### src/rtl/dbs_pkg.sv
// ----------------------------------------------------------------------------
// dbs_pkg
// Shared constants, types and keyword tables for the directive and brace
// stripper.
// ----------------------------------------------------------------------------
package dbs_pkg;

    localparam int DBS_MAX_NEST_DEPTH = 255;

    localparam logic [7:0] CHAR_HASH    = 8'h23;
    localparam logic [7:0] CHAR_LBRACE  = 8'h7B;
    localparam logic [7:0] CHAR_RBRACE  = 8'h7D;
    localparam logic [7:0] CHAR_NEWLINE = 8'h0A;

    localparam logic [2:0] KW_LEN = 3'd6;

    localparam logic [1:0] STATUS_OK        = 2'd0;
    localparam logic [1:0] STATUS_NESTED    = 2'd1;
    localparam logic [1:0] STATUS_ENDDEF    = 2'd2;
    localparam logic [1:0] STATUS_UNMATCHED = 2'd3;

    typedef struct packed {
        logic       keep;
        logic [1:0] status;
    } dbs_result_t;

    // "define", clamped at its last letter
    function automatic logic [7:0] kw_define_char(input logic [2:0] pos);
        logic [7:0] ch;
        case (pos)
            3'd0:    ch = 8'h64;
            3'd1:    ch = 8'h65;
            3'd2:    ch = 8'h66;
            3'd3:    ch = 8'h69;
            3'd4:    ch = 8'h6E;
            default: ch = 8'h65;
        endcase
        return ch;
    endfunction

    // "enddef", clamped at its last letter
    function automatic logic [7:0] kw_enddef_char(input logic [2:0] pos);
        logic [7:0] ch;
        case (pos)
            3'd0:    ch = 8'h65;
            3'd1:    ch = 8'h6E;
            3'd2:    ch = 8'h64;
            3'd3:    ch = 8'h64;
            3'd4:    ch = 8'h65;
            default: ch = 8'h66;
        endcase
        return ch;
    endfunction

endpackage

### src/rtl/dbs_filter.sv
// ----------------------------------------------------------------------------
// dbs_filter
// Scanner state: directive phase, keyword match, define mode, brace depth and
// the latched error. Gives keep and status for the word being accepted.
// ----------------------------------------------------------------------------
module dbs_filter #(
    parameter int MAX_NEST_DEPTH = dbs_pkg::DBS_MAX_NEST_DEPTH
) (
    input  logic                clk,
    input  logic                rst_n,
    input  logic                accept,
    input  logic [7:0]          in_byte,
    output dbs_pkg::dbs_result_t result
);

    localparam int DepthW = $clog2(MAX_NEST_DEPTH + 1);
    localparam logic [DepthW-1:0] DepthMax = DepthW'(MAX_NEST_DEPTH);

    localparam logic [1:0] PH_NORMAL  = 2'd0;
    localparam logic [1:0] PH_MATCH   = 2'd1;
    localparam logic [1:0] PH_SWALLOW = 2'd2;
    localparam logic [1:0] PH_SPARE   = 2'd3;

    logic              in_define_reg, in_define_next;
    logic [DepthW-1:0] depth_reg, depth_next;
    logic [1:0]        phase_reg, phase_next;
    logic [2:0]        pos_reg, pos_next;
    logic              may_def_reg, may_def_next;
    logic              may_end_reg, may_end_next;
    logic [1:0]        error_reg, error_next;
    logic              keep_c;
    logic              def_hit, end_hit;

    assign def_hit = may_def_reg && (in_byte == dbs_pkg::kw_define_char(pos_reg));
    assign end_hit = may_end_reg && (in_byte == dbs_pkg::kw_enddef_char(pos_reg));

    always_comb
    begin
        in_define_next = in_define_reg;
        depth_next     = depth_reg;
        phase_next     = phase_reg;
        pos_next       = pos_reg;
        may_def_next   = may_def_reg;
        may_end_next   = may_end_reg;
        error_next     = error_reg;
        keep_c         = 1'b0;
        if (accept && error_reg == dbs_pkg::STATUS_OK)
        begin
            unique case (phase_reg) inside
                PH_MATCH:
                begin
                    if (in_byte == dbs_pkg::CHAR_NEWLINE)
                    begin
                        phase_next = PH_NORMAL;
                    end
                    else
                    begin
                        may_def_next = def_hit;
                        may_end_next = end_hit;
                        pos_next     = pos_reg + 3'd1;
                        // sixth letter decides the keyword
                        if (pos_reg + 3'd1 >= dbs_pkg::KW_LEN)
                        begin
                            phase_next = PH_SWALLOW;
                            if (def_hit)
                            begin
                                if (in_define_reg)
                                    error_next = dbs_pkg::STATUS_NESTED;
                                else
                                    in_define_next = 1'b1;
                            end
                            else if (end_hit)
                            begin
                                if (!in_define_reg)
                                    error_next = dbs_pkg::STATUS_ENDDEF;
                                else
                                    in_define_next = 1'b0;
                            end
                        end
                    end
                end
                PH_SWALLOW, PH_SPARE:
                begin
                    if (in_byte == dbs_pkg::CHAR_NEWLINE)
                        phase_next = PH_NORMAL;
                end
                default:
                begin
                    case (in_byte)
                        dbs_pkg::CHAR_HASH:
                        begin
                            phase_next   = PH_MATCH;
                            pos_next     = 3'd0;
                            may_def_next = 1'b1;
                            may_end_next = 1'b1;
                        end
                        dbs_pkg::CHAR_LBRACE:
                        begin
                            if (depth_reg < DepthMax)
                                depth_next = depth_reg + DepthW'(1);
                        end
                        dbs_pkg::CHAR_RBRACE:
                        begin
                            if (depth_reg == '0)
                                error_next = dbs_pkg::STATUS_UNMATCHED;
                            else
                                depth_next = depth_reg - DepthW'(1);
                        end
                        default:
                        begin
                            keep_c = !in_define_reg && (depth_reg == '0);
                        end
                    endcase
                end
            endcase
        end
    end

    assign result.keep   = keep_c;
    assign result.status = error_next;

    always_ff @(posedge clk or negedge rst_n)
    begin
        if (!rst_n)
        begin
            in_define_reg <= 1'b0;
            depth_reg     <= '0;
            phase_reg     <= PH_NORMAL;
            pos_reg       <= 3'd0;
            may_def_reg   <= 1'b1;
            may_end_reg   <= 1'b1;
            error_reg     <= dbs_pkg::STATUS_OK;
        end
        else
        begin
            in_define_reg <= in_define_next;
            depth_reg     <= depth_next;
            phase_reg     <= phase_next;
            pos_reg       <= pos_next;
            may_def_reg   <= may_def_next;
            may_end_reg   <= may_end_next;
            error_reg     <= error_next;
        end
    end

`ifndef SYNTHESIS
    // a latched error freezes the scanner
    a_error_sticky: assert property (@(posedge clk) disable iff (!rst_n)
        error_reg != dbs_pkg::STATUS_OK |=>
            error_reg == $past(error_reg) && depth_reg == $past(depth_reg)
            && in_define_reg == $past(in_define_reg))
        else $error("state moved after error");

    a_depth_bound: assert property (@(posedge clk) disable iff (!rst_n)
        depth_reg <= DepthMax)
        else $error("depth beyond maximum");

    a_pos_bound: assert property (@(posedge clk) disable iff (!rst_n)
        phase_reg == PH_MATCH |-> pos_reg < dbs_pkg::KW_LEN)
        else $error("keyword position overrun");

    a_keep_ok: assert property (@(posedge clk) disable iff (!rst_n)
        keep_c |-> error_next == dbs_pkg::STATUS_OK && phase_reg == PH_NORMAL)
        else $error("word kept in directive or error");
`endif

endmodule

### src/rtl/directive_and_brace_stripper.sv
// ----------------------------------------------------------------------------
// directive_and_brace_stripper
// Byte stream filter dropping preprocessor directive lines and braced blocks,
// with define/enddef tracking and sticky error reporting.
// ----------------------------------------------------------------------------
//   channel  | handshake           | payload
//   ---------+---------------------+------------------------
//   input    | in_valid / in_ready | in_byte
//   output   | out_valid/ out_ready| keep, out_byte, status
//
// One word per clock unless a full output register is stalled; each word's
// result is registered in the single output register on acceptance.
// in_ready stays high while the output register is empty or being drained.
// Asynchronous reset clears scanner state and the output valid flag.
// ----------------------------------------------------------------------------
module directive_and_brace_stripper #(
    parameter int MAX_NEST_DEPTH = dbs_pkg::DBS_MAX_NEST_DEPTH
) (
    input  logic       clk,
    input  logic       rst_n,
    input  logic       in_valid,
    output logic       in_ready,
    input  logic [7:0] in_byte,
    output logic       out_valid,
    input  logic       out_ready,
    output logic       keep,
    output logic [7:0] out_byte,
    output logic [1:0] status
);

    logic                accept;
    dbs_pkg::dbs_result_t result;
    logic                out_valid_reg;
    logic                keep_reg;
    logic [7:0]          byte_reg;
    logic [1:0]          status_reg;

    assign in_ready = !out_valid_reg || out_ready;
    assign accept   = in_valid && in_ready;

    dbs_filter #(
        .MAX_NEST_DEPTH(MAX_NEST_DEPTH)
    ) u_filter (
        .clk     (clk),
        .rst_n   (rst_n),
        .accept  (accept),
        .in_byte (in_byte),
        .result  (result)
    );

    always_ff @(posedge clk or negedge rst_n)
    begin
        if (!rst_n)
            out_valid_reg <= 1'b0;
        else if (accept)
            out_valid_reg <= 1'b1;
        else if (out_ready)
            out_valid_reg <= 1'b0;
    end

    always_ff @(posedge clk)
    begin
        if (accept)
        begin
            keep_reg   <= result.keep;
            byte_reg   <= in_byte;
            status_reg <= result.status;
        end
    end

    assign out_valid = out_valid_reg;
    assign keep      = keep_reg;
    assign out_byte  = byte_reg;
    assign status    = status_reg;

`ifndef SYNTHESIS
    a_no_accept_when_full: assert property (@(posedge clk) disable iff (!rst_n)
        out_valid_reg && !out_ready |-> !accept)
        else $error("word accepted over a stalled result");

    a_result_loaded: assert property (@(posedge clk) disable iff (!rst_n)
        accept |=> out_valid_reg && out_byte == $past(in_byte))
        else $error("result register not loaded");

    a_keep_status: assert property (@(posedge clk) disable iff (!rst_n)
        out_valid_reg && keep_reg |-> status_reg == dbs_pkg::STATUS_OK)
        else $error("kept word carries error status");
`endif

endmodule
### config.mk
export PLATFORM = sky130hd
export DESIGN_NAME = directive_and_brace_stripper
export DESIGN_NICKNAME = d
export VERILOG_FILES = /design/src/rtl/dbs_pkg.sv /design/src/rtl/dbs_filter.sv /design/src/rtl/directive_and_brace_stripper.sv
export SDC_FILE = /design/constraint.sdc
export NUM_CORES = 1
export LEC_CHECK = 0
export ABC_AREA = 1
export BUFFER_PORTS_ARGS = -buffer_cell sky130_fd_sc_hd__buf_2
export CORE_MARGIN = 1
export CORE_UTILIZATION = 55
export CTS_CLUSTER_DIAMETER = 50
export DETAILED_ROUTE_END_ITERATION = 8
export GPL_ROUTABILITY_DRIVEN = 0
export PLACE_DENSITY = 0.76
export SETUP_SLACK_MARGIN = 0.1
export SLEW_MARGIN = 25
export SYNTH_ARGS = -nofsm -noshare
export SYNTH_HDL_FRONTEND = slang
export SYNTH_SLANG_ARGS = --single-unit
### constraint.sdc
create_clock -name clk -period 4.8 [get_ports clk]
set_input_delay 0 -clock clk [delete_from_list [all_inputs] [get_ports clk]]
set_output_delay 0 -clock clk [all_outputs]
set_load 0.02 [all_outputs]
# After elaboration in Yosys (flattened, before gate mapping)
# Cells that the tools add are included.
[word_totals]
reg_bits = 30
latchBits = 0
mem_bits_rw = 0
rom_bits = 0
input_bits = 12
output_inout_bits = 13
wordCells = 95
mem_count = 0
[classes]
add_sub_neg = 3
n_mul = 0
n_div = 0
order_cmp = 2
eq_ne = 18
n_shift = 0
mux = 32
n_bitwise = 4
n_reduce_logical = 25
[op_table]
columns = ["op", "n"]
rows = [
  ["$mux W2", 13],
  ["$eq A8 B7 Y1", 2],
  ["$eq A8 B7 Y1 const B", 2],
  ["$mux W8", 2],
  ["$pmux W4 S4", 1],
  ["$pmux W8 S2", 1],
  ["$pmux W4 S3", 1],
  ["$reduce_and A5 Y1", 2],
  ["$add A8 B1 Y8 const B", 1],
  ["$eq A8 B4 Y1 const B", 1],
  ["$eq A8 B6 Y1 const B", 1],
  ["$logic_not A8 Y1", 1],
  ["$lt A8 B8 Y1 const B", 1],
  ["$pmux W2 S2", 2],
  ["$reduce_and A4 Y1", 2],
  ["$reduce_bool A2 Y1", 4],
  ["$sub A8 B1 Y8 const B", 1],
  ["$mux W1", 7],
  ["$reduce_or A7 Y1", 1],
  ["$eq A3 B2 Y1 const B", 2],
  ["$mux W3", 2],
  ["$pmux W3 S2", 1],
  ["$reduce_or A2 Y1", 3],
  ["$logic_and A1 B1 Y1", 5],
  ["17 further kinds", 25],
]

# Longest topological paths before layout
[logic_depth]
word_depth = 11
mapped_depth = 15

# By module
# A second synthesis with hierarchy kept.
[hier_totals]
hier_cells = 263
hier_area_um2 = 2010.7
[modules_own_cells]
columns = ["module", "n_inst", "cells_each", "area_each_um2", "seq_area_each_um2"]
rows = [
  ["dbs_filter", 1, 246, 1635.3, 452.9],
  ["directive_and_brace_stripper", 1, 17, 375.4, 355.3],
]

# Least setup slack after synthesis
# No wires, ideal clock.
[synth_path]
kind = "flip-flop to flip-flop"
from = "register out_valid_reg, in the netlist out_valid"
to = "register u_filter.depth_reg[0]"
arrival_time_ps = 1753
required_time_ps = 4674
path_slack_ps = 2921
stages_incl_launch_ff = 9
n_path_buf = 1
cell_sequence = "dfrtp_1 a21oi_2 nand2_2 nor2_4 nand2_1 a21oi_2 nand2_2 buf_6 xor2_2"
[synth_via]
elab_chain_cells = 5
[synth_lines]
columns = ["element", "line", "source"]
rows = [
  ["start: declaration", "directive_and_brace_stripper.sv:33", "logic out_valid_reg;"],
  ["start signal: assignment", "directive_and_brace_stripper.sv:54", "out_valid_reg <= 1'b0;"],
  ["start signal: assignment", "directive_and_brace_stripper.sv:56", "out_valid_reg <= 1'b1;"],
  ["start signal: assignment", "directive_and_brace_stripper.sv:58", "out_valid_reg <= 1'b0;"],
  ["$logic_not A1 Y1", "directive_and_brace_stripper.sv:38", "assign in_ready = !out_valid_reg || out_ready;"],
  ["$logic_or A1 B1 Y1", "directive_and_brace_stripper.sv:38", ""],
  ["$logic_and A1 B1 Y1", "directive_and_brace_stripper.sv:39", "assign accept = in_valid && in_ready;"],
  ["named net accept", "directive_and_brace_stripper.sv:31", "logic accept;"],
  ["$logic_and A1 B1 Y1", "dbs_filter.sv:47", "if (accept && error_reg == dbs_pkg::STATUS_OK)"],
  ["$reduce_and A5 Y1 (no line)", "n/a", ""],
  ["end signal: assignment", "dbs_filter.sv:137", "depth_reg <= depth_next;"],
  ["end: declaration", "dbs_filter.sv:25", "logic [DepthW-1:0] depth_reg, depth_next;"],
]
# The timed path passes the listed nets, and every way through them passes these cells.
# A chain may end at the register's enable or synchronous reset.

# Worst setup path in the final report
[layout_path]
from = "input in_byte[1]"
to = "register u_filter.depth_reg[7]"
[layout_via]
elab_chain_cells = 3
elab_cells_between_ends = 7
[layout_lines]
columns = ["element", "line", "source"]
rows = [
  ["start: declaration", "directive_and_brace_stripper.sv:23", "input logic [7:0] in_byte,"],
  ["$eq A8 B7 Y1", "dbs_filter.sv:89", "case (in_byte)"],
  ["$ne A2 B2 Y1 (no line) (tied with other cells)", "n/a", ""],
  ["$reduce_and A5 Y1 (no line)", "n/a", ""],
]
# Parallel ways exist; a longest one is shown, timed or not.

==> metrics.txt <==
Max Freq 451.3 MHz; buffer count from post-CTS setup fixing 0; Worst Path Class, Setup input port to flop; CP dominant cell by count a21oi_1; vias 1756; drt pass-1 iters 4; Final HPWL DP 2948 um; TritonCTS Buffers 5; Mapped Nets 275; gr ovfl total 0; syn avg cell area 7.821 um2; FF+latch count, synth 30; minimum clock period 2216 ps; Rows 21; H-tree lvl count 2; Nets 316; Mapped Area 1963 um2; Initial Util 57.92%; CP Launch Type input port; CTS Buffer Depth 2; Final Skew 8.334 ps; top_reg_cell synth dfrtp_1; die height 61.75 um; EDFF count, synth 11; worst vdd rail ir drop 0.0001636 V; Final Power 461.8 uW; Req. time, crit path 5030 ps; Layout Cells excl Fill 339; Post-synth ARST share 63.33%; vias per cell 5.180; Max-Cap Viols 0; Tightest Hold Check Type input port to asynchronous set/reset pin; WHS 126.8 ps; Unique masters post-synth 31; WP data arrival 2450 ps; Least-Margin Pin Slew 714.3 ps; CTS resizes 0; Slew headroom 52.38%; crit-path max FO 9; Final WS setup 2584 ps; post-synthesis sequential area ratio 41.17%; Top Ports 25; static leakage 1.113 nW; share of cells above drive strength 1 17.41%; Post-Place Cells 320; Residual DRC 0; CTS tree built; CORE AREA 3390 um2; CTS root buf clkbuf_4; DRT Wirelength 3859 um; status complete, no violations; Slew Limit Fails 0; Worst-path clk slew 100 ps; area grow syn2layout 16.83%; ant diodes 0; Post-DRT Antenna Nets 0; setup_tns 0 ps; Port Buffers 24; average wire per standard cell 11.38 um; Setup crit end kind flop; r2r worst-path depth 10; clock sinks 30; 1st-iter DRT viols 98; Die W 61.75 um; Crit-path slowest cell dlygate4sd3_1; Die ar. 3812 um2; GRT Util Overall 23.19%; RSZ-0062 raised after global routing false; endpoints failing hold 0; crit path cell chain dlygate4sd3_1 -> buf_2 -> inv_1 -> nand3_2 -> nor2_2 -> nand2_2 -> inv_2 -> ha_1 -> a21oi_1 -> nand2_1 -> a21oi_1 -> xnor2_1 -> o21ai_1; worst slack, placed 2682 ps; first-pass GRT wire length 6341 um; vias in the first global route 1502; P per Cell Area 201.4 nW/um2; initial antenna violation count 0; period utilization 46.16%; cells after synthesis 251; CP peak stage delay 530 ps; Clock Latency Late Sink 340 ps; largest net degree at the start of global routing 20; Setup Viol. Count Final 0; yosys warns 0
[path summary, 6_finish.rpt]
| path | from | to | slack [ps] |
|---|---|---|---|
| hold reg to reg | u_filter.in_define_reg | u_filter.in_define_reg | 510 |
| min in group clk | out_ready | out_byte[0] | 200 |
| max in group asynchronous | rst_n | u_filter.may_end_reg | 4340 |
| setup reg to reg | out_valid | u_filter.depth_reg[6] | 2700 |
| hold / removal | rst_n | u_filter.depth_reg[5] | 130 |
| setup / recovery | in_byte[1] | u_filter.depth_reg[7] | 2580 |
[through the flow]
stage / util [%] / cell area [um2]
floorplan: - / 1963
global placement: 62.83 / 2130
detailed placement: 62.83 / 2130
CTS: 67.66 / 2293
global route: 67.66 / 2293
finish: 67.66 / 2293
[cell families after synthesis]
kind of cell               count (synthesis)  share of synthesized area, %
AOI/OAI and AO/OA                         28                         8.605
xor gates and xnor gates                   8                         3.952
adders and majority gates                 12                         8.031
buffers and inverters                     36                         7.266
DFF                                       30                         41.17
and+or+nand+nor                          137                         30.97
[cell usage after synthesis, types with 4 or more instances]
cell type / n / area share [%]
xor2_1: 4 / 1.8
o21ai_0: 8 / 2.0
o21ai_2: 4 / 1.8
ha_1: 11 / 7.0
a21oi_1: 8 / 2.0
nand2_1: 64 / 12
nor2_1: 26 / 5.0
edfxtp_1: 11 / 17
inv_1: 33 / 6.3
nor2_2: 4 / 1.3
dfrtp_1: 17 / 22
nor3_1: 5 / 1.3
nand3_1: 23 / 5.9
nand4_1: 6 / 1.9
[per-layer routing]
layer  wire, um  global-route usage, %
met1       1841                  30.44
met2       1758                  36.41
met3        189                  6.625
met4         70                  9.206
met5          0                      0
[critical path, delay by kind of cell]
family | cells | cell delay, ps
compound gates | 3 | 550
xor+xnor | 1 | 140
fa+ha+maj | 1 | 310
buf+inv | 4 | 980
simple gates | 4 | 460
[cell usage in the layout (no fill, tap or decap), types with 6 or more instances in the layout]
master         instances
nand2_1               64
inv_1                 33
nor2_1                26
buf_2                 24
nand3_1               23
dfrtp_1               17
ha_1                  11
dlygate4sd3_1         11
edfxtp_1              11
o21ai_0                8
a21oi_1                8
nand4_1                6
[where the power goes]
group / leakage [nW] / total (mW) / switching [mW] / internal [mW]
Sequential: 0.324 / 0.273 / 0.00125 / 0.271
Clock: 0.0286 / 0.145 / 0.0906 / 0.0543
Combinational: 0.760 / 0.0443 / 0.0274 / 0.0169
[what timing repair did]
item / CTS / global route
hold buffers: 11 / 0
setup endpoints to repair: 0 / 0
hold endpoints to repair: 28 / 0
[area by class of cell]
class	instances	area, um2
tap	46	57.56
fill	298	1096
clock buffer	5	37.54
multi-input combinational	185	1012
timing repair buffer	35	230.2
sequential	30	808.3
inverter	35	131.4
clock inverter	3	16.27
Note: power is estimated with default switching activity, not from simulation.
